==> config.mk <==
export PLATFORM = sky130hd
export DESIGN_NAME = lslf_point_ram
export DESIGN_NICKNAME = d
export VERILOG_FILES = /design/src/rtl/core/lslf_pkg.sv /design/src/rtl/core/lslf_point_ram.sv
export SDC_FILE = /design/constraint.sdc
export NUM_CORES = 2
export LEC_CHECK = 0
export ABC_AREA = 0
export ABC_CLOCK_PERIOD_IN_PS = 6100
export BUFFER_PORTS_ARGS = -buffer_cell sky130_fd_sc_hd__clkbuf_2
export CAP_MARGIN = 40
export CORE_ASPECT_RATIO = 1.25
export CORE_MARGIN = 2
export CORE_UTILIZATION = 45
export CTS_CLUSTER_SIZE = 40
export DETAILED_ROUTE_END_ITERATION = 16
export PLACE_DENSITY = 0.56
export SLEW_MARGIN = 20
export SYNTH_ARGS = -nofsm -noshare
export SYNTH_HDL_FRONTEND = slang
export SYNTH_SLANG_ARGS = --single-unit
==> constraint.sdc <==
create_clock -name i_clk -period 6.1 [get_ports i_clk]
set_input_delay 0.915 -clock i_clk [delete_from_list [all_inputs] [get_ports i_clk]]
set_output_delay 0.915 -clock i_clk [all_outputs]
set_load 0.01 [all_outputs]
==> src/rtl/core/lslf_pkg.sv <==
// shared types and constants for the least squares line fit core
// no dependencies
package lslf_pkg;

    // field widths
    localparam int unsigned COORD_W = 20;
    localparam int unsigned POINT_W = 2 * COORD_W;
    localparam int unsigned RES_W   = 32;

    // shared serial multiplier: operand magnitude and product widths
    localparam int unsigned MUL_W  = 52;
    localparam int unsigned OPND_W = MUL_W + 1;
    localparam int unsigned PROD_W = 2 * MUL_W + 2;

    // shared serial divider: dividend and divisor widths
    localparam int unsigned DIV_NW = 120;
    localparam int unsigned DIV_DW = 64;

    // fraction alignment of the quotients
    localparam int unsigned K_SHIFT   = 16;
    localparam int unsigned B_SHIFT   = 4;
    localparam int unsigned MSE_SHIFT = 40;

    // saturation limits as quotient magnitudes
    localparam logic [RES_W-1:0] CAP_POS = 32'h7FFF_FFFF;
    localparam logic [RES_W-1:0] CAP_NEG = 32'h8000_0000;
    localparam logic [RES_W-1:0] CAP_U   = 32'hFFFF_FFFF;

    // fit status codes
    localparam logic [1:0] FS_OK      = 2'd0;
    localparam logic [1:0] FS_TOO_FEW = 2'd1;
    localparam logic [1:0] FS_DEGEN   = 2'd2;
    localparam logic [1:0] FS_DROPPED = 2'd3;

    // product sequence steps
    localparam logic [2:0] STEP_N_SXX   = 3'd0;
    localparam logic [2:0] STEP_SX_SX   = 3'd1;
    localparam logic [2:0] STEP_N_SXY   = 3'd2;
    localparam logic [2:0] STEP_SX_SY   = 3'd3;
    localparam logic [2:0] STEP_SXX_SY  = 3'd4;
    localparam logic [2:0] STEP_SXY_SX  = 3'd5;

    typedef enum logic [4:0] {
        ST_ACC,
        ST_DRAIN,
        ST_PROD,
        ST_PWAIT,
        ST_CHK,
        ST_DIVK,
        ST_DKWAIT,
        ST_DIVB,
        ST_DBWAIT,
        ST_RD,
        ST_EX1,
        ST_EX2,
        ST_EMUL,
        ST_EWAIT,
        ST_DIVM,
        ST_DMWAIT,
        ST_LOAD
    } t_state;

    typedef struct packed {
        logic                     start;
        logic signed [OPND_W-1:0] a;
        logic signed [OPND_W-1:0] b;
    } t_mul_req;

    typedef struct packed {
        logic              start;
        logic [DIV_NW-1:0] num;
        logic [DIV_DW-1:0] den;
        logic [RES_W-1:0]  cap;
    } t_div_req;

    // magnitude of a signed product-width value
    function automatic logic [PROD_W-1:0] mag_prod(input logic signed [PROD_W-1:0] v);
        mag_prod = v[PROD_W-1] ? (~v + 1'b1) : v;
    endfunction

endpackage

==> src/rtl/core/lslf_point_ram.sv <==
// point store: one write port, one registered read port
// uses lslf_pkg for the point width
module lslf_point_ram #(
    parameter int unsigned DEPTH  = 64,
    parameter int unsigned ADDR_W = 6
) (
    input  logic                         i_clk,
    input  logic                         i_wr_en,
    input  logic [ADDR_W-1:0]            i_wr_addr,
    input  logic [lslf_pkg::POINT_W-1:0] i_wr_data,
    input  logic                         i_rd_en,
    input  logic [ADDR_W-1:0]            i_rd_addr,
    output logic [lslf_pkg::POINT_W-1:0] o_rd_data
);

    logic [lslf_pkg::POINT_W-1:0] mem [DEPTH];
    logic [lslf_pkg::POINT_W-1:0] r_rd_data;

    // write port
    always_ff @(posedge i_clk) begin
        if (i_wr_en) begin
            mem[i_wr_addr] <= i_wr_data;
        end
    end

    // read port, registered
    always_ff @(posedge i_clk) begin
        if (i_rd_en) begin
            r_rd_data <= mem[i_rd_addr];
        end
    end

    assign o_rd_data = r_rd_data;

endmodule

Word level (Yosys, flattened, before mapping)

Memories as Yosys holds them, arrays and structs flattened. A register that Yosys moved wholly into a read port is not among the register bits.
Cells that the tools add are included.

Mux-type cells: 2

Operators by type and width:

| cell             | number |
|---|---|
| 1-bit 2-to-1 mux | 2 |

Bits of input ports: 55
Word-level logic and storage cells: 3
Memories kept: 1
RAM bits: 2560
Output and inout bits: 40
Register bits after elaboration: 0

Memories:

| memory | depth | width | rd ports | clocked after Yosys merged registers in | wr ports | RTL line             | RTL |
|---|---|---|---|---|---|---|---|
| mem    | 64    | 40    | 1        | 1                                       | 1        | lslf_point_ram.sv:16 | `logic [lslf_pkg::POINT_W-1:0] mem [DEPTH];` |

Longest topological paths before layout

Word-level depth: 2
Gate-level depth with buffers: 9
Depth with buffers taken out: 5

Worst setup path before layout

Ideal clock, no wire load.

Kind: input -> register
Start point: input i_wr_addr[3]
End point: memory mem[48][0] (netlist bit), enable pin
Required time: 5.613 ns
Arrival: 4.151 ns
Setup time: 0.487 ns
Buffers on the path: 1
Setup slack: 1.463 ns
Stages on the path: 4
Path through: clkbuf_1 nor2b_1 nand4b_1 nor3_1

RTL lines:

| element            | RTL line             | RTL |
|---|---|---|
| start: declaration | lslf_point_ram.sv:9  | `input logic [ADDR_W-1:0] i_wr_addr,` |
| end: declaration   | lslf_point_ram.sv:16 |  |

No word-level cell before the write port.

==> out/results.md <==
* built — TritonCTS clock tree
* 14.1% — Syn-to-layout area delta
* 34.3% — Rel. slew slack
* 156000 um — DP Wirelength
* 191 — count of standard-cell rows
* 4250 — net count after synthesis
* 0 — warning count from the yosys run
* 6.73 ns — Worst Path Required
* 6.10 — Avg Vias per Cell
* clkbuf_16 — Clock Root Buffer
* 3.73 ns — slack of the worst reg-to-reg path
* flip-flop — sort of element at the end of the critical path
* 238 uV — peak supply drop
* 0.06 ns — clock edge transition at the registers on the reported setup and hold paths
* 245 — number of clock buffers inserted by TritonCTS
* 23.4 um2 — Avg Cell Area, Syn
* 1.71 ns — worst slack, placed
* 0 — CTS-repair resized insts
* 0 — max-cap violation count
* 45.3% — effective utilization at floorplan
* 0.550 ns — Final Hold Slack
* 0 — final setup fails
* 0.986 ns — transition time at the pin with the least slew margin
* 112000 um2 — final std cell area, no fill
* 261000 um — aggregate routed wire length
* 78100 um2 — Register Area
* 94 — input/output buffers
* 61 — Crit Path Max Fanout
* 2600 — # clock sinks
* 5 — Detailed Routing Iterations Pass 1
* 222000 um2 — Die Area
* 35 — Unique masters post-synth
* 7197 — placed cell count
* 0 — final hold violation count
* primary input — category of the worst setup path launch point
* 51.7% — post-layout util
* 0% — Post-synth ARST share
* 16800 — number of filler cells placed in the layout
* 47400 — vias in the first global route
* 296 MHz — peak clock frequency supported by timing
* 131 — maximum number of pins on one net before global-route repair
* 3.38 ns — minimum period implied by the final worst setup slack
* no — setup repair after global routing missed its margin
* 55.4% — post-route fraction of the period consumed by the critical path
* 1 — depth of the worst hold-timing path
* 2.72 ns — setup slack after layout
* 7655 — Final Instance Count excl. Fillers
* 0 — post-route DRC violation count
* 367000 um — wire length of the first global-routing pass
* 4.01 ns — arrival time at the worst endpoint
* 0 — sum of overflow across all layers after global routing
* 1 — number of routed nets with antenna violations
* 4 — length in cells of the worst reg-to-reg path
* 95 — number of top-level design ports
* 422 um — Die Span X
* 5096 — 1st-iter DRT viols
* 34.8 nW — Leak Pwr
* complete, but fails checks — outcome
* 2600 — synthesized flop and latch total
* 16 — number of antenna violations at the first check in global routing
* 0 — # Post-CTS Setup Buffers
* 104000 um2 — area of placed instances
* 19500 um2 — area taken by multi-input logic gates
* 4 — Bufs on Longest Clock Path
* 4195 — post-synthesis cell count
* 36.5 mW — Tot Pwr
* 217000 um2 — placeable core area
* 29.9% — fraction of layout cells with a size suffix above 1
* edfxtp_1 — most frequently used flop master after synthesis
* primary input to flip-flop — path type of the worst setup path
* 34.0 um — Avg WL per Cell
* 0.89 ns — clock insertion delay at the later pin of the skew report
* 0.0518 ns — final worst clock skew
* 0 ns — TNS Setup
* 526 um — die height
* 4613 — Nets
* 23.3% — overall fraction of global-route tracks in use
* primary input to flip-flop — path class of the lowest-slack min-delay path
* 326 nW/um2 — Cell Pwr Density
* 98200 um2 — mapped cell area
* 0 — final max-slew violation count
* 46700 — total number of vias
* 2600 — Post-synth EDFFs
* antenna violations — failing checks
* 4 — Max H-tree Level
* 0 — number of buffers added to fix hold violations after cts
* 0.771 — final estimated routing congestion in global placement
* 79.5% — part of the Yosys area used for sequential elements
layout make-up:
class | instances | area share [%]
sequential | 2600 | 69.7
multi-input combinational | 1357 | 17.4
clock buffer | 290 | 5.68
tap | 2895 | 3.23
timing repair buffer | 354 | 2.84
clock inverter | 146 | 1.17
antenna | 13 | 0.0290
cell usage after synthesis (34+ instances only):
cell type | count | area (um2)
mux2_2 | 38 | 428
a221oi_1 | 34 | 298
o221ai_1 | 42 | 368
clkbuf_1 | 80 | 300
mux4_2 | 608 | 13700
mux2i_1 | 113 | 1130
a21oi_1 | 68 | 340
buf_4 | 49 | 368
nor2_1 | 97 | 364
buf_2 | 81 | 405
edfxtp_1 | 2600 | 78100
nor4_1 | 34 | 213
o22ai_1 | 143 | 895
cell usage in the layout (no fill, tap or decap), drive strengths merged, types with 8 or more instances in the layout:
cell         n
buf        262
o22a        26
clkinv     110
nand3        8
mux2i      113
clkbuf     382
nor2        97
a22oi       18
o22ai      143
a22o        16
o21ai       22
o221ai      42
nor4        34
diode       13
mux4       608
mux2        38
nand2b      13
o21a         8
a21oi       68
a221oi      34
edfxtp    2600
clkinvlp    11
nand2       19
nor2b       16
bufinv      22
where the power goes:
part           leakage (nW)  internal [mW]  switching, mW
Clock                  3.73           8.33           6.50
Combinational          7.66          0.668           1.14
Sequential             23.4           19.8         0.0642
Total                  34.8           28.8           7.71
worst max-delay path, stage by stage:
cell and delay, ns:
buf_8 0.59, buf_12 0.47, buf_4 0.54, mux4_2 0.56, mux2_2 0.28, o21ai_1 0.14, a21oi_1 0.08, o22a_1 0.21
per-layer routing:
metal  part of all wire, %  global-route usage [%]  up-vias
li1                      -                       -    18900
met1                    40                    31.7    25700
met2                    52                    40.7     1733
met3                   5.9                    2.74      372
met4                   2.1                    5.17        2
met5                0.0031                       0        -
flip-flops by register name (all words and copies together) (netlist names):
name	count
o_rd_data	40
mem	2560
kinds of logic (layout without fill, tap and decap cells):
group	count (synthesis)	count (layout)	share of synthesized area [%]
flops	2600	2600	79.5
mux	759	759	15.5
compound gates	383	383	2.67
buf+inv	238	790	1.26
simple gates	215	215	1.07
other cells	0	13	0
final timing paths:
| path | end | start |
|---|---|---|
| worst min register to register | o_rd_data[20] | mem[62][20] |
| worst max-delay path | o_rd_data[30] | i_rd_addr[0] |
| worst min-delay path | mem[42][32] | i_wr_data[32] |
| worst max register to register | o_rd_data[34] | mem[14][34] |
Power figures use the tool's default switching activity.
