<file path="config.mk">
export PLATFORM = sky130hd
export DESIGN_NAME = lslf_div
export DESIGN_NICKNAME = d
export VERILOG_FILES = /design/src/rtl/core/lslf_pkg.sv /design/src/rtl/core/lslf_div.sv
export SDC_FILE = /design/constraint.sdc
export NUM_CORES = 1
export LEC_CHECK = 0
export BUFFER_PORTS_ARGS = -buffer_cell sky130_fd_sc_hd__clkbuf_2
export CORE_MARGIN = 1.5
export CORE_UTILIZATION = 55
export CTS_CLUSTER_DIAMETER = 30
export DETAILED_ROUTE_END_ITERATION = 6
export GPL_ROUTABILITY_DRIVEN = 0
export PLACE_DENSITY = 0.77
export SYNTH_ARGS = -nofsm -noshare
export SYNTH_HDL_FRONTEND = slang
export SYNTH_SLANG_ARGS = --single-unit
</file>
<file path="constraint.sdc">
create_clock -name i_clk -period 4.3 [get_ports i_clk]
set_input_delay 0.86 -clock i_clk [delete_from_list [all_inputs] [get_ports i_clk]]
set_output_delay 0.86 -clock i_clk [all_outputs]
set_load 0.005 [all_outputs]
</file>
<file path="src/rtl/core/lslf_pkg.sv">
// shared types and constants for the least squares line fit core
// no dependencies
package lslf_pkg;

    // field widths
    localparam int unsigned COORD_W = 20;
    localparam int unsigned POINT_W = 2 * COORD_W;
    localparam int unsigned RES_W   = 32;

    // shared serial multiplier: operand magnitude and product widths
    localparam int unsigned MUL_W  = 52;
    localparam int unsigned OPND_W = MUL_W + 1;
    localparam int unsigned PROD_W = 2 * MUL_W + 2;

    // shared serial divider: dividend and divisor widths
    localparam int unsigned DIV_NW = 120;
    localparam int unsigned DIV_DW = 64;

    // fraction alignment of the quotients
    localparam int unsigned K_SHIFT   = 16;
    localparam int unsigned B_SHIFT   = 4;
    localparam int unsigned MSE_SHIFT = 40;

    // saturation limits as quotient magnitudes
    localparam logic [RES_W-1:0] CAP_POS = 32'h7FFF_FFFF;
    localparam logic [RES_W-1:0] CAP_NEG = 32'h8000_0000;
    localparam logic [RES_W-1:0] CAP_U   = 32'hFFFF_FFFF;

    // fit status codes
    localparam logic [1:0] FS_OK      = 2'd0;
    localparam logic [1:0] FS_TOO_FEW = 2'd1;
    localparam logic [1:0] FS_DEGEN   = 2'd2;
    localparam logic [1:0] FS_DROPPED = 2'd3;

    // product sequence steps
    localparam logic [2:0] STEP_N_SXX   = 3'd0;
    localparam logic [2:0] STEP_SX_SX   = 3'd1;
    localparam logic [2:0] STEP_N_SXY   = 3'd2;
    localparam logic [2:0] STEP_SX_SY   = 3'd3;
    localparam logic [2:0] STEP_SXX_SY  = 3'd4;
    localparam logic [2:0] STEP_SXY_SX  = 3'd5;

    typedef enum logic [4:0] {
        ST_ACC,
        ST_DRAIN,
        ST_PROD,
        ST_PWAIT,
        ST_CHK,
        ST_DIVK,
        ST_DKWAIT,
        ST_DIVB,
        ST_DBWAIT,
        ST_RD,
        ST_EX1,
        ST_EX2,
        ST_EMUL,
        ST_EWAIT,
        ST_DIVM,
        ST_DMWAIT,
        ST_LOAD
    } t_state;

    typedef struct packed {
        logic                     start;
        logic signed [OPND_W-1:0] a;
        logic signed [OPND_W-1:0] b;
    } t_mul_req;

    typedef struct packed {
        logic              start;
        logic [DIV_NW-1:0] num;
        logic [DIV_DW-1:0] den;
        logic [RES_W-1:0]  cap;
    } t_div_req;

    // magnitude of a signed product-width value
    function automatic logic [PROD_W-1:0] mag_prod(input logic signed [PROD_W-1:0] v);
        mag_prod = v[PROD_W-1] ? (~v + 1'b1) : v;
    endfunction

endpackage

</file>
<file path="src/rtl/core/lslf_div.sv">
// shared restoring divider, one quotient bit per cycle, saturating quotient
// uses lslf_pkg for widths and the request struct
module lslf_div (
    input  logic                           i_clk,
    input  logic                           i_rst_n,
    input  lslf_pkg::t_div_req             i_req,
    output logic                           o_done,
    output logic [lslf_pkg::RES_W-1:0]     o_quot
);

    localparam int unsigned NW    = lslf_pkg::DIV_NW;
    localparam int unsigned DW    = lslf_pkg::DIV_DW;
    localparam int unsigned RW    = lslf_pkg::RES_W;
    localparam int unsigned CNT_W = $clog2(NW + 1);

    logic             r_busy;
    logic             r_fin;
    logic             r_done;
    logic [CNT_W-1:0] r_cnt;
    logic [NW-1:0]    r_num;
    logic [DW-1:0]    r_den;
    logic [DW-1:0]    r_rem;
    logic [RW-1:0]    r_q;
    logic [RW-1:0]    r_cap;
    logic             r_ovf;
    logic [RW-1:0]    r_res;

    logic [DW:0] n_rem2;
    logic [DW:0] n_diff;
    logic        n_ge;

    // trial subtract
    always_comb begin
        n_rem2 = {r_rem, r_num[NW-1]};
        n_diff = n_rem2 - {1'b0, r_den};
        n_ge   = n_rem2 >= {1'b0, r_den};
    end

    // sequencing
    always_ff @(posedge i_clk) begin
        if (!i_rst_n) begin
            r_busy <= 1'b0;
            r_fin  <= 1'b0;
            r_done <= 1'b0;
            r_cnt  <= '0;
        end else begin
            r_done <= r_fin;
            r_fin  <= 1'b0;
            if (i_req.start) begin
                r_busy <= 1'b1;
                r_cnt  <= '0;
            end else if (r_busy) begin
                r_cnt <= r_cnt + 1'b1;
                if (r_cnt == CNT_W'(NW - 1)) begin
                    r_busy <= 1'b0;
                    r_fin  <= 1'b1;
                end
            end
        end
    end

    // quotient and remainder, overflow kept sticky
    always_ff @(posedge i_clk) begin
        if (i_req.start) begin
            r_num <= i_req.num;
            r_den <= i_req.den;
            r_cap <= i_req.cap;
            r_rem <= '0;
            r_q   <= '0;
            r_ovf <= 1'b0;
        end else if (r_busy) begin
            r_num <= r_num << 1;
            r_rem <= n_ge ? n_diff[DW-1:0] : n_rem2[DW-1:0];
            r_q   <= {r_q[RW-2:0], n_ge};
            r_ovf <= r_ovf | r_q[RW-1];
        end
        if (r_fin) begin
            r_res <= (r_ovf || (r_q > r_cap)) ? r_cap : r_q;
        end
    end

    assign o_done = r_done;
    assign o_quot = r_res;

endmodule

</file>
# ---- After elaboration in Yosys (flattened, before gate mapping)
# Cells that the tools add are included.
dict set report word_totals {
  register_bits 355
  latchBits 0
  mem_bits_rw 0
  mem_bits_ro 0
  elab_cells 31
  n_memories 0
}
dict set report op_classes {
  n_addsub 2
  mul 0
  div 0
  magnitude_cmp 2
  n_eq_ne 1
  n_shift 0
  n_mux 8
  n_bitwise 3
  n_reduce_logical 4
}
# cell n
set op_table {}
lappend op_table {{$mux W120} 2}
lappend op_table {{$ge A65 B64 Y1} 1}
lappend op_table {{$mux W64} 1}
lappend op_table {{$sub A64 B64 Y64} 1}
lappend op_table {{$gt A32 B32 Y1} 1}
lappend op_table {{$mux W32} 1}
lappend op_table {{$add A7 B1 Y7 const B} 1}
lappend op_table {{$eq A7 B7 Y1 const B} 1}
lappend op_table {{$mux W1} 4}
lappend op_table {{$reduce_or A3 Y1} 1}
lappend op_table {{$not A1 Y1} 2}
lappend op_table {{$reduce_bool A2 Y1} 1}
lappend op_table {{$reduce_or A2 Y1} 1}
lappend op_table {{$logic_or A1 B1 Y1} 1}
lappend op_table {{$or A1 B1 Y1} 1}

# ---- Depth between registers and ports, before layout
dict set report depth {
  word_depth 4
  mapped_depth 15
  mapped_depth_nobuf 13
}

# ---- Worst setup path after synthesis
# Ideal clock, no wire load.
dict set report synth_timing {
  path_type {input-to-reg}
  from {in i_req[216] in the netlist's numbering}
  to {reg r_num[0], enable pin}
  setup_time_ns 0.428
  t_arrival_ns 3.198
  required_time_ns 3.872
  slack_ns 0.674
  cell_stages 4
  path_cell_list {clkbuf_1 > clkbuf_1 > clkbuf_1 > or2_2}
}
dict set report synth_via {
  elab_chain_len 1
}
# element line
set synth_rtl {}
lappend synth_rtl {{start, declared} lslf_div.sv:6} ;# input lslf_pkg::t_div_req i_req,
lappend synth_rtl {{$reduce_bool A2 Y1 (no line)} -}
lappend synth_rtl {{end signal, assigned} lslf_div.sv:65} ;# r_num <= i_req.num;
lappend synth_rtl {{end signal, assigned} lslf_div.sv:72} ;# r_num <= r_num << 1;
lappend synth_rtl {{end, declared} lslf_div.sv:20} ;# logic [NW-1:0] r_num;
# Every way passes these cells.
# A chain may end at the register's enable or synchronous reset.

# ---- Worst setup path after layout
dict set report layout_timing {
  from {reg r_num[119]}
  to {reg r_rem[62]}
}
dict set report layout_via {
  elab_chain_len 2
  word_cells_on_any_way 3
}
# element line
set layout_rtl {}
lappend layout_rtl {{$sub A64 B64 Y64 / $ge A65 B64 Y1 (equally long branches)} {lslf_div.sv:35, lslf_div.sv:36}}
lappend layout_rtl {{$mux W64 *} lslf_div.sv:73} ;# r_rem <= n_ge ? n_diff[DW-1:0] : n_rem2[DW-1:0];
lappend layout_rtl {{end signal, assigned} lslf_div.sv:73}
lappend layout_rtl {{end, declared} lslf_div.sv:22} ;# logic [DW-1:0] r_rem;
# Every way passes the cells marked *; elsewhere a longest branch is shown, timed or not.

==> impl_metrics.py <==
metrics = {
    "logic_synthesis": {
        "syn-num-nets": 2020,
        "ys_dominant_reg_cell": "edfxtp_1",
        "syn_inst": 1703,
        "async_flop_share": 0,
        "ys_ff_latch": 355,
        "synth_area_mm2": 0.01879,
        "synth_top_area_frac": 0.3963,
        "synth_area_leaders": "edfxtp_1 40%, dfxtp_1 11%, mux2_2 9.2%",
        "synth_edf_count": 248,
        "syn_area_per_cell_um2": 11.03,
        "synth_top_cell_by_area": "edfxtp_1",
        "post_synth_num_cell_types": 77,
        "ys_seq_area_frac": 0.5103,
        "yosys_warnings": 0,
    },
    "finish": {
        "fill_cells": 2439,
        "multiInputGateArea_mm2": 0.008392,
        "fin_util": 0.6857,
        "syn_to_final_growth_pct": 22.67,
        "seqCellArea_mm2": 0.009593,
        "nNetsFinal": 2279,
        "final_cell_area_mm2": 0.02305,
        "drive_gt1_frac": 0.2848,
        "stdcell_count": 2476,
    },
    "worst_setup_path": {
        "cp.required_ns": 4.80,
        "crit_arrival_ns": 4.24,
        "startpoint_type": "register",
        "crit_path_max_fanout": 5,
        "worstSetupPathType": "register to register",
        "end_kind": "register",
    },
    "clock_tree": {
        "cts_tree": "built",
        "cts_resized": 0,
        "clockBufferDepth": 3,
        "post_cts_buffers": 0,
        "cts_hold_buf": 0,
        "clk_latency_ns": 0.59,
        "cts_sinks": 355,
        "cts_buffers": 79,
        "cts_root_buf": "clkbuf_16",
        "path_clk_slew_ns": 0.05,
        "htree_levels": 3,
    },
    "pwr": {
        "ir_drop_mv": 0.4323,
        "p_leak_nw": 9.906,
        "p_total_mw": 11.67,
        "p_per_area_mw_per_mm2": 506.1,
    },
    "timing": {
        "finalSetupViolCount": 0,
        "worstMarginPinSlew_ns": 1.018,
        "post-route-period-util": 0.8692,
        "finalMaxSlewViolations": 0,
        "skew_ns": 0.02583,
        "hold_violations": 0,
        "finalSetupTns_ns": 0,
        "timing.fmax_ghz": 0.2676,
        "whs_ns": 0.4399,
        "relSlewSlack": 0.3214,
        "worst_slack_ns": 0.5626,
        "rsz0062_at_grt": "false",
        "min_period_ns": 3.737,
    },
    "placement": {
        "dpl-instance-area_mm2": 0.02041,
        "place_ws_ns": 0.5859,
        "dp.cells": 2329,
        "numPortBuffers": 251,
        "dpl.hpwl_um": 30670,
    },
    "detailed_routing": {
        "route.detailed.drc": 0,
        "postRouteAntennaNets": 0,
        "dr.first_iter.drc_count": 1005,
        "dr.pass1.iters": 5,
        "vias_per_cell": 5.732,
        "vias": 14190,
        "wl_per_cell_um": 18.01,
        "drt_wl_total_um": 44590,
    },
    "status": {
        "status": "complete, no violations",
    },
    "die": {
        "core-area_mm2": 0.03362,
        "io_pins": 252,
        "dieHeight_um": 187.8,
        "dieArea_mm2": 0.03528,
        "die_w_um": 187.8,
        "initial_core_util": 0.5590,
        "placementRows": 67,
    },
    "job": {
        "timing.max_cap.violations": 0,
    },
    "min_path": {
        "hp-class": "input pin to register",
    },
    "global_routing": {
        "grt_pass1_vias": 14430,
        "antenna_found_initial": 2,
        "grtUsageTotal": 0.2546,
        "grt_overflow": 0,
        "grt_max_degree": 136,
        "grt_pass1_wl_um": 72530,
    },
}
## cells in the mapped netlist, types with 5 or more instances
cell      instances
nand2_1          66
o31ai_1           5
a21oi_1         127
nand4_1          35
nor4_1           11
or2_2             8
nor2b_1          10
a211oi_1         49
clkbuf_1         68
a31oi_1           7
edfxtp_1        248
buf_2            10
dfxtp_1         107
o21ai_0          51
and4_1            5
nand3_1          19
xnor2_1          26
nor2_1          174
and3_1            9
mux2_2          154
o221ai_1          6
a311oi_1          5
o21bai_1         16
buf_1             7
o21a_1           21
nand2b_1          5
inv_1           124
or3_1            10
ha_1             97
mux2i_1          64
nor3_1           20
xor2_1           22
and2_1            6
a21o_1           44
or4_1             5
## power breakdown
part	leakage [nW]	switching [mW]	internal, mW	total [mW]
sequential	3.32	0.140	3.97	4.10
combinational	5.33	0.988	0.725	1.71
clock	1.25	2.02	3.83	5.85
total	9.91	3.14	8.52	11.7
## final timing paths
check                                start         to  slack, ns  depth (start not counted)
worst min register to register    r_cnt[6]   r_cnt[6]       0.49                          2
worst max register to register  r_num[119]  r_rem[62]       0.56                         13
worst min-delay path              i_req[9]   r_cap[9]       0.44                          1
worst max-delay path            r_num[119]  r_rem[62]       0.56                         13
## registers in the layout, indices dropped and copies added, names as in the netlist
signal  count
r_fin       1
o_done      1
r_cap      32
r_busy      1
r_q        32
r_rem      64
r_ovf       1
r_den      64
r_num     120
r_cnt       7
o_quot     32
## area by class of cell
class	count	area share
Antenna cell	2	0.0002171
Clock buffer	89	0.08869
Clock inverter	56	0.02567
Inverter	124	0.02019
Multi-Input combinational cell	1135	0.3641
Sequential cell	355	0.4162
Tap cell	448	0.02432
Timing Repair Buffer	267	0.06068
## routing by layer
layer	GRT usage	routed length [µm]
met2	0.4078	20760
met1	0.3140	18590
met3	0.08834	3846
met4	0.1049	1377
met5	0	13
## worst max-delay path, cell delays in order, from the launching register on
cell,delay (ns)
edfxtp_1,0.36
inv_1,0.06
ha_1,0.22
fa_1,0.38
nor2b_1,0.21
o31a_1,0.22
o311a_1,0.25
o41ai_2,0.13
nor4_1,0.36
o21ai_1,0.19
a211oi_1,0.65
a221oi_1,0.22
xor2_1,0.20
a211oi_1,0.22
## layout by cell type, fill, tap and decap left out, types with 49 or more instances in the layout
cell type | netlist | final
a211oi_1 | 49 | 49
a21oi_1 | 127 | 127
clkbuf_16 | 0 | 79
clkbuf_2 | 0 | 250
dfxtp_1 | 107 | 106
edfxtp_1 | 248 | 248
ha_1 | 97 | 97
inv_1 | 124 | 124
mux2_2 | 154 | 154
mux2i_1 | 64 | 64
nand2_1 | 66 | 66
nor2_1 | 174 | 173
o21ai_0 | 51 | 51
## logic make-up (layout without fill, tap and decap cells)
family | count (synthesis) | after routing | synth area share
AOI/OAI and AO/OA | 373 | 373 | 0.1300
xor gates and xnor gates | 48 | 48 | 0.02237
adders and majority gates | 98 | 98 | 0.06565
buffers and inverters | 213 | 536 | 0.04421
DFF | 355 | 355 | 0.5103
muxes | 218 | 218 | 0.1264
other | 0 | 2 | 0
and+or+nand+nor | 398 | 398 | 0.1011
Power figures use the tool's default switching activity.
