==> config.mk <==
export PLATFORM = sky130hd
export DESIGN_NAME = lslf_mul
export DESIGN_NICKNAME = d
export VERILOG_FILES = /design/src/rtl/core/lslf_pkg.sv /design/src/rtl/core/lslf_mul.sv
export SDC_FILE = /design/constraint.sdc
export NUM_CORES = 1
export LEC_CHECK = 0
export BUFFER_PORTS_ARGS = -buffer_cell sky130_fd_sc_hd__buf_2
export CORE_UTILIZATION = 55
export CTS_CLUSTER_SIZE = 20
export DETAILED_ROUTE_END_ITERATION = 8
export MAX_ROUTING_LAYER = met4
export PLACE_DENSITY = 0.77
export SETUP_SLACK_MARGIN = 0.4
export SLEW_MARGIN = 20
export SYNTH_ARGS = -nofsm -noshare
export SYNTH_HDL_FRONTEND = slang
export SYNTH_SLANG_ARGS = --single-unit
==> constraint.sdc <==
create_clock -name i_clk -period 3.2 [get_ports i_clk]
set_clock_uncertainty 0.05 [all_clocks]
set_input_delay 0 -clock i_clk [delete_from_list [all_inputs] [get_ports i_clk]]
set_output_delay 0 -clock i_clk [all_outputs]
set_load 0.02 [all_outputs]
==> src/rtl/core/lslf_pkg.sv <==
// shared types and constants for the least squares line fit core
// no dependencies
package lslf_pkg;

    // field widths
    localparam int unsigned COORD_W = 20;
    localparam int unsigned POINT_W = 2 * COORD_W;
    localparam int unsigned RES_W   = 32;

    // shared serial multiplier: operand magnitude and product widths
    localparam int unsigned MUL_W  = 52;
    localparam int unsigned OPND_W = MUL_W + 1;
    localparam int unsigned PROD_W = 2 * MUL_W + 2;

    // shared serial divider: dividend and divisor widths
    localparam int unsigned DIV_NW = 120;
    localparam int unsigned DIV_DW = 64;

    // fraction alignment of the quotients
    localparam int unsigned K_SHIFT   = 16;
    localparam int unsigned B_SHIFT   = 4;
    localparam int unsigned MSE_SHIFT = 40;

    // saturation limits as quotient magnitudes
    localparam logic [RES_W-1:0] CAP_POS = 32'h7FFF_FFFF;
    localparam logic [RES_W-1:0] CAP_NEG = 32'h8000_0000;
    localparam logic [RES_W-1:0] CAP_U   = 32'hFFFF_FFFF;

    // fit status codes
    localparam logic [1:0] FS_OK      = 2'd0;
    localparam logic [1:0] FS_TOO_FEW = 2'd1;
    localparam logic [1:0] FS_DEGEN   = 2'd2;
    localparam logic [1:0] FS_DROPPED = 2'd3;

    // product sequence steps
    localparam logic [2:0] STEP_N_SXX   = 3'd0;
    localparam logic [2:0] STEP_SX_SX   = 3'd1;
    localparam logic [2:0] STEP_N_SXY   = 3'd2;
    localparam logic [2:0] STEP_SX_SY   = 3'd3;
    localparam logic [2:0] STEP_SXX_SY  = 3'd4;
    localparam logic [2:0] STEP_SXY_SX  = 3'd5;

    typedef enum logic [4:0] {
        ST_ACC,
        ST_DRAIN,
        ST_PROD,
        ST_PWAIT,
        ST_CHK,
        ST_DIVK,
        ST_DKWAIT,
        ST_DIVB,
        ST_DBWAIT,
        ST_RD,
        ST_EX1,
        ST_EX2,
        ST_EMUL,
        ST_EWAIT,
        ST_DIVM,
        ST_DMWAIT,
        ST_LOAD
    } t_state;

    typedef struct packed {
        logic                     start;
        logic signed [OPND_W-1:0] a;
        logic signed [OPND_W-1:0] b;
    } t_mul_req;

    typedef struct packed {
        logic              start;
        logic [DIV_NW-1:0] num;
        logic [DIV_DW-1:0] den;
        logic [RES_W-1:0]  cap;
    } t_div_req;

    // magnitude of a signed product-width value
    function automatic logic [PROD_W-1:0] mag_prod(input logic signed [PROD_W-1:0] v);
        mag_prod = v[PROD_W-1] ? (~v + 1'b1) : v;
    endfunction

endpackage

==> src/rtl/core/lslf_mul.sv <==
// shared shift-add multiplier, one multiplier bit per cycle, signed operands
// uses lslf_pkg for widths and the request struct
module lslf_mul (
    input  logic                               i_clk,
    input  logic                               i_rst_n,
    input  lslf_pkg::t_mul_req                 i_req,
    output logic                               o_done,
    output logic signed [lslf_pkg::PROD_W-1:0] o_prod
);

    localparam int unsigned MW    = lslf_pkg::MUL_W;
    localparam int unsigned OW    = lslf_pkg::OPND_W;
    localparam int unsigned PW    = lslf_pkg::PROD_W;
    localparam int unsigned CNT_W = $clog2(MW + 1);

    logic             r_busy;
    logic             r_fin;
    logic             r_done;
    logic [CNT_W-1:0] r_cnt;
    logic             r_neg;
    logic [MW-1:0]    r_mplr;
    logic [2*MW-1:0]  r_mcd;
    logic [2*MW-1:0]  r_acc;
    logic signed [PW-1:0] r_prod;

    logic [OW-1:0] n_a_neg;
    logic [OW-1:0] n_b_neg;
    logic [MW-1:0] n_a_mag;
    logic [MW-1:0] n_b_mag;
    logic [PW-1:0] n_prod_mag;

    // operand magnitudes
    always_comb begin
        n_a_neg    = ~i_req.a + 1'b1;
        n_b_neg    = ~i_req.b + 1'b1;
        n_a_mag    = i_req.a[OW-1] ? n_a_neg[MW-1:0] : i_req.a[MW-1:0];
        n_b_mag    = i_req.b[OW-1] ? n_b_neg[MW-1:0] : i_req.b[MW-1:0];
        n_prod_mag = {2'b00, r_acc};
    end

    // sequencing
    always_ff @(posedge i_clk) begin
        if (!i_rst_n) begin
            r_busy <= 1'b0;
            r_fin  <= 1'b0;
            r_done <= 1'b0;
            r_cnt  <= '0;
        end else begin
            r_done <= r_fin;
            r_fin  <= 1'b0;
            if (i_req.start) begin
                r_busy <= 1'b1;
                r_cnt  <= '0;
            end else if (r_busy) begin
                r_cnt <= r_cnt + 1'b1;
                if (r_cnt == CNT_W'(MW - 1)) begin
                    r_busy <= 1'b0;
                    r_fin  <= 1'b1;
                end
            end
        end
    end

    // shift-add datapath
    always_ff @(posedge i_clk) begin
        if (i_req.start) begin
            r_mplr <= n_a_mag;
            r_mcd  <= {{MW{1'b0}}, n_b_mag};
            r_acc  <= '0;
            r_neg  <= i_req.a[OW-1] ^ i_req.b[OW-1];
        end else if (r_busy) begin
            if (r_mplr[0]) begin
                r_acc <= r_acc + r_mcd;
            end
            r_mplr <= r_mplr >> 1;
            r_mcd  <= r_mcd << 1;
        end
        if (r_fin) begin
            r_prod <= $signed(r_neg ? (~n_prod_mag + 1'b1) : n_prod_mag);
        end
    end

    assign o_done = r_done;
    assign o_prod = r_prod;

endmodule

### Word-level counts from Yosys, hierarchy flattened

Index checks and enable logic that the tools add are counted.

* flip-flop bits (word level): 376
* bits of input ports: 109
* output and inout port bits: 107
* word-level logic and storage cells: 38

* add/sub/neg operators: 5
* equal/unequal tests: 1
* muxes and demuxes: 11
* bitwise logic cells: 6
* reductions and logical operators: 4

Operators with widths (number)
* 2-to-1 mux 52 bit: 6
* adder 106 x 1 -> 106 bit, second input constant: 1
* inverter 104 -> 106 bit: 1
* adder 104 bit: 1
* adder 52 x 1 -> 52 bit, second input constant: 2
* 2-to-1 mux 104 bit: 1
* inverter 52 bit: 2
* adder 6 x 1 -> 6 bit, second input constant: 1
* == test 6 bit, second input constant: 1
* 2-to-1 mux 1 bit: 4
* OR reduction 3 bit: 1
* inverter 1 bit: 2
* AND reduction 2 bit: 1
* nonzero test 2 bit: 1
* OR reduction 2 bit: 1
* bitwise XOR 1 bit: 1

### Depth between registers and ports, before layout

* depth after elaboration: 4
* mapped depth: 14
* gate-level depth less buffers: 13

### Worst setup path before layout

OpenSTA, ideal clock, no wires.

* kind: register -> register
* start point: register r_mcd[15]
* end point: register r_acc[103]
* library setup time: 0.121 ns
* arrival time: 3.344 ns
* path slack: -0.315 ns
* cell stages (with the launch flop): 13
* period minus slack after synthesis: 3.515 ns
* cell sequence: edfxtp_1 -> ha_1 -> clkbuf_1 -> nand4_1 -> or4_1 -> o21ai_0 -> nor2_1 -> o31ai_1 -> a31oi_1 -> or3_1 -> and3_1 -> o21ai_1 -> mux2_2

* longest elaborated chain between the ends: 1

Ends and longest elaborated chain
* start, declared: RTL line lslf_mul.sv:22 `logic [2*MW-1:0] r_mcd;`
* start signal, assigned: RTL line lslf_mul.sv:68 `r_mcd <= {{MW{1'b0}}, n_b_mag};`
* start signal, assigned: RTL line lslf_mul.sv:76 `r_mcd <= r_mcd << 1;`
* adder 104 bit: RTL line lslf_mul.sv:73 `r_acc <= r_acc + r_mcd;`
* end signal, assigned: RTL line lslf_mul.sv:73
* end, declared: RTL line lslf_mul.sv:23 `logic [2*MW-1:0] r_acc;`

No other way between the ends.
A chain may end at the register's enable or synchronous reset.

### Worst setup path after layout

* start point: register r_acc[13]
* end point: register r_prod[95] (netlist: o_prod[95]), data pin

* longest elaborated chain between the ends: 3

Ends and longest elaborated chain
* inverter 104 -> 106 bit: RTL line lslf_mul.sv:79 `r_prod <= $signed(r_neg ? (~n_prod_mag + 1'b1) : n_prod_mag);`
* adder 106 x 1 -> 106 bit: RTL line lslf_mul.sv:79
* 2-to-1 mux 104 bit: RTL line lslf_mul.sv:79
* end signal, assigned: RTL line lslf_mul.sv:79
* end, declared: RTL line lslf_mul.sv:24 `logic signed [PW-1:0] r_prod;`

No other way between the ends.

==> impl_summary.txt <==
----------------------------------------------------
[Run status]
  Outcome ... complete, but fails checks
  Failing checks ... negative setup slack

[STA]
  Minimum setup slack in the final design ... -0.247 ns
  Final setup TNS ... -6.21 ns
  Least-Margin Pin Slew ... 1.16 ns
  Post-layout minimum cycle time ... 3.45 ns
  Final-report hold violation count ... 0
  Tightest slew margin relative to the limit ... 22.9%
  Setup violation total in the final timing report ... 56
  Worst Hold Margin ... 0.0807 ns
  Portion of the clock cycle consumed by the worst path in the final layout ... 108%
  Highest clock rate ... 290 MHz
  RSZ-0062 raised after global routing ... true
  Count of pins over their slew limit ... 0

[Place]
  # port buffers ... 215
  Dpl hpwl ... 57,600 microns
  Placement-stage cell area ... 29,400 sq um
  Number of cells after detailed placement ... 3,844
  Final weighted congestion in routability-driven placement ... 1.01
  Placement-stage worst setup slack ... -0.466 ns

[Detailed routing]
  Top layer in use ... met4
  Total iterations of the first detailed-routing run ... 6
  Total Routed Length ... 97,100 microns
  Count of antenna-violating nets left after detailed routing ... 0
  DRT met1 WL ... 35,900 microns
  Post-route DRC ... 0
  Number of vias per cell after detailed routing ... 6.35
  Length of routed met3 wiring ... 8220 microns
  DR iter-0 viols ... 3,233
  Vias after detailed routing ... 26,500
  Average routed wire per standard cell ... 23.3 microns
  Metal2 WL ... 46,400 microns

[Floorplan]
  Die Footprint ... 44,900 sq um
  Horizontal die dimension ... 212 microns
  Top Ports ... 216
  Std-Cell Rows ... 76
  Height of the die ... 212 microns
  Initial standard-cell utilization of the core ... 56.0%
  Total core area ... 43,300 sq um

[Cells and area]
  Area growth from synthesis to final layout ... 48.6%
  Fraction of layout cells with a size suffix above 1 ... 35.8%
  Commonest non-fill, non-tap cell in the layout ... sky130_fd_sc_hd__buf_4
  Highest-count cells in the layout ignoring fill and taps ... 459 x sky130_fd_sc_hd__buf_4, 299 x sky130_fd_sc_hd__nand2_1, 254 x sky130_fd_sc_hd__a21oi_1
  Final Non-Filler Cells ... 4,172
  Fill count ... 2,396
  Final non-filler cell area ... 36,000 sq um
  Final Core Density ... 83.2%
  Number of nets at the end of the flow ... 3,769

[Worst hold path]
  Min-Delay Path Class ... in2reg

[Logic synthesis]
  EDFF count, synth ... 211
  Number of warnings printed during yosys synthesis ... 0
  Synthesized Nets ... 2,976
  Per-instance average area after synthesis ... 8.77 sq um
  Cell area after technology mapping ... 24,200 sq um
  Number of instances in the synthesized netlist ... 2,759
  Number of synthesized register bits ... 376
  Seq/Total Area, Yosys ... 39.8%
  Fraction of registers with async set/reset ... 0%
  Unique cell type count in the Yosys netlist ... 79
  Most frequently used flop master after synthesis ... sky130_fd_sc_hd__edfxtp_1

[CTS]
  Root buffer cell ... sky130_fd_sc_hd__clkbuf_16
  Number of sinks on the clock net ... 376
  Clock insertion delay at the later pin of the skew report ... 0.60 ns
  Deepest clock path buffer count ... 3
  H-tree depth ... 2
  Inserted Clock Buffers ... 43
  CTS clock-pin slew for the worst setup and hold paths ... 0.07 ns
  Clock tree from TritonCTS ... yes

[Global routing]
  Number of antenna violations at the first check in global routing ... 1
  Via count of the first global-routing pass ... 25,400
  Maximum number of pins on one net before global-route repair ... 101
  Total Routing Usage GR ... 40.1%
  Global-route wire length before repair ... 137,000 microns
  Grt total ovfl ... 0

[Critical path]
  Worst path cell trace ... or4_4 -> nor4_4 -> nand4_2 -> nor2_4 -> buf_12 -> nand4_4 -> or3_4 -> or3_4 -> or2_4 -> o31ai_4 -> xnor2_1
  Biggest cell delay along the critical path ... 0.55 ns
  Data required time at the worst endpoint ... 3.48 ns
  Endpoint arrival time on the critical path ... 3.73 ns
  Sort of element at the start of the critical path ... register
  Startpoint-to-endpoint class of the critical path ... reg2reg
  Most repeated library cell on the critical path ... sky130_fd_sc_hd__or3_4
  Slowest cell on the critical path ... sky130_fd_sc_hd__or4_4
  Critical Path Sink Type ... register
  Critical path peak fanout ... 4

[Job]
  Max-capacitance violation count ... 0

[Pwr]
  Power per Cell Area ... 447 nW/um^2
  Total leakage power ... 14.3 nW
  Pwr Total ... 16.1 mW
  Largest vdd supply drop ... 540 uV

----------------------------------------------------
-- cells in the mapped netlist, types with 62 or more instances --
cell / number / share of area, %
sky130_fd_sc_hd__xnor2_1: 156 / 5.6
sky130_fd_sc_hd__o31ai_1: 62 / 1.9
sky130_fd_sc_hd__ha_1: 107 / 5.5
sky130_fd_sc_hd__nor2_1: 263 / 4.1
sky130_fd_sc_hd__nand2_1: 321 / 5.0
sky130_fd_sc_hd__dfxtp_1: 165 / 14
sky130_fd_sc_hd__o21ai_0: 192 / 4.0
sky130_fd_sc_hd__edfxtp_1: 211 / 26
sky130_fd_sc_hd__a21oi_1: 322 / 6.7
sky130_fd_sc_hd__xor2_1: 135 / 4.9
sky130_fd_sc_hd__nand4_1: 63 / 1.6
sky130_fd_sc_hd__clkbuf_1: 132 / 2.0
-- worst max-delay path: cells and delay by family (launching register included) --
| family | cells | cell delay, ns |
|---|---|---|
| AOI/OAI and AO/OA | 1 | 0.18 |
| xor gates and xnor gates | 1 | 0.09 |
| buffers and inverters | 1 | 0.12 |
| DFF | 1 | 0.34 |
| and+or+nand+nor | 8 | 2.40 |
-- logic make-up (layout without fill, tap and decap cells) --
logic type                 count (synthesis)  in the layout  synth area share (%)
DFF                                      376            376                  39.8
muxes                                     79             79                  3.38
AOI/OAI and AO/OA                        773            773                  19.1
xor gates and xnor gates                 291            291                  10.5
adders and majority gates                108            108                  5.61
other                                      0              2                     0
and+or+nand+nor                          935            936                  18.5
buffers and inverters                    197           1022                  3.09
-- final cells by class --
cell class / instances / area (sq um) / area share (%)
Antenna cell: 2 / 5.00 / 0.0139
Multi-Input combinational cell: 2187 / 16900 / 46.9
Timing Repair Buffer: 897 / 7010 / 19.5
Sequential cell: 376 / 9680 / 26.9
Tap cell: 585 / 732 / 2.03
Inverter: 47 / 176 / 0.490
Clock buffer: 54 / 1190 / 3.31
Clock inverter: 24 / 334 / 0.928
-- what timing repair did --
item,4_1_cts,5_1_grt
pin swaps,175,124
setup buffers,68,49
gates resized for setup,409,185
hold buffers,129,1
setup endpoints to repair,148,181
hold endpoints to repair,157,1
cloned,0,1
-- flip-flops by register name (all words and copies together), names as in the netlist --
register  flops
r_fin         1
o_done        1
r_mplr       52
r_neg         1
r_mcd       104
o_prod      106
r_cnt         6
r_acc       104
r_busy        1
-- path summary, 6_finish.rpt --
check,from,endpoint,slack (ns),cells after the start
hold reg to reg,r_acc[18],r_acc[18],0.46,2
setup / recovery,r_acc[13],o_prod[95],-0.25,11
hold / removal,i_req[14],r_mcd[16],0.08,5
setup reg to reg,r_acc[13],o_prod[95],-0.25,11
-- power breakdown --
group	internal, mW	switching, mW
Sequential	5.44	0.237
Clock	3.29	2.22
Combinational	2.31	2.58
-- metal layers --
layer	track usage, %	vias to the layer above
met5	-	-
li1	-	11600
met3	5.52	565
met1	48.2	12500
met2	66.5	1746
met4	18.9	0
No activity file was read; power rests on OpenSTA's default activity.
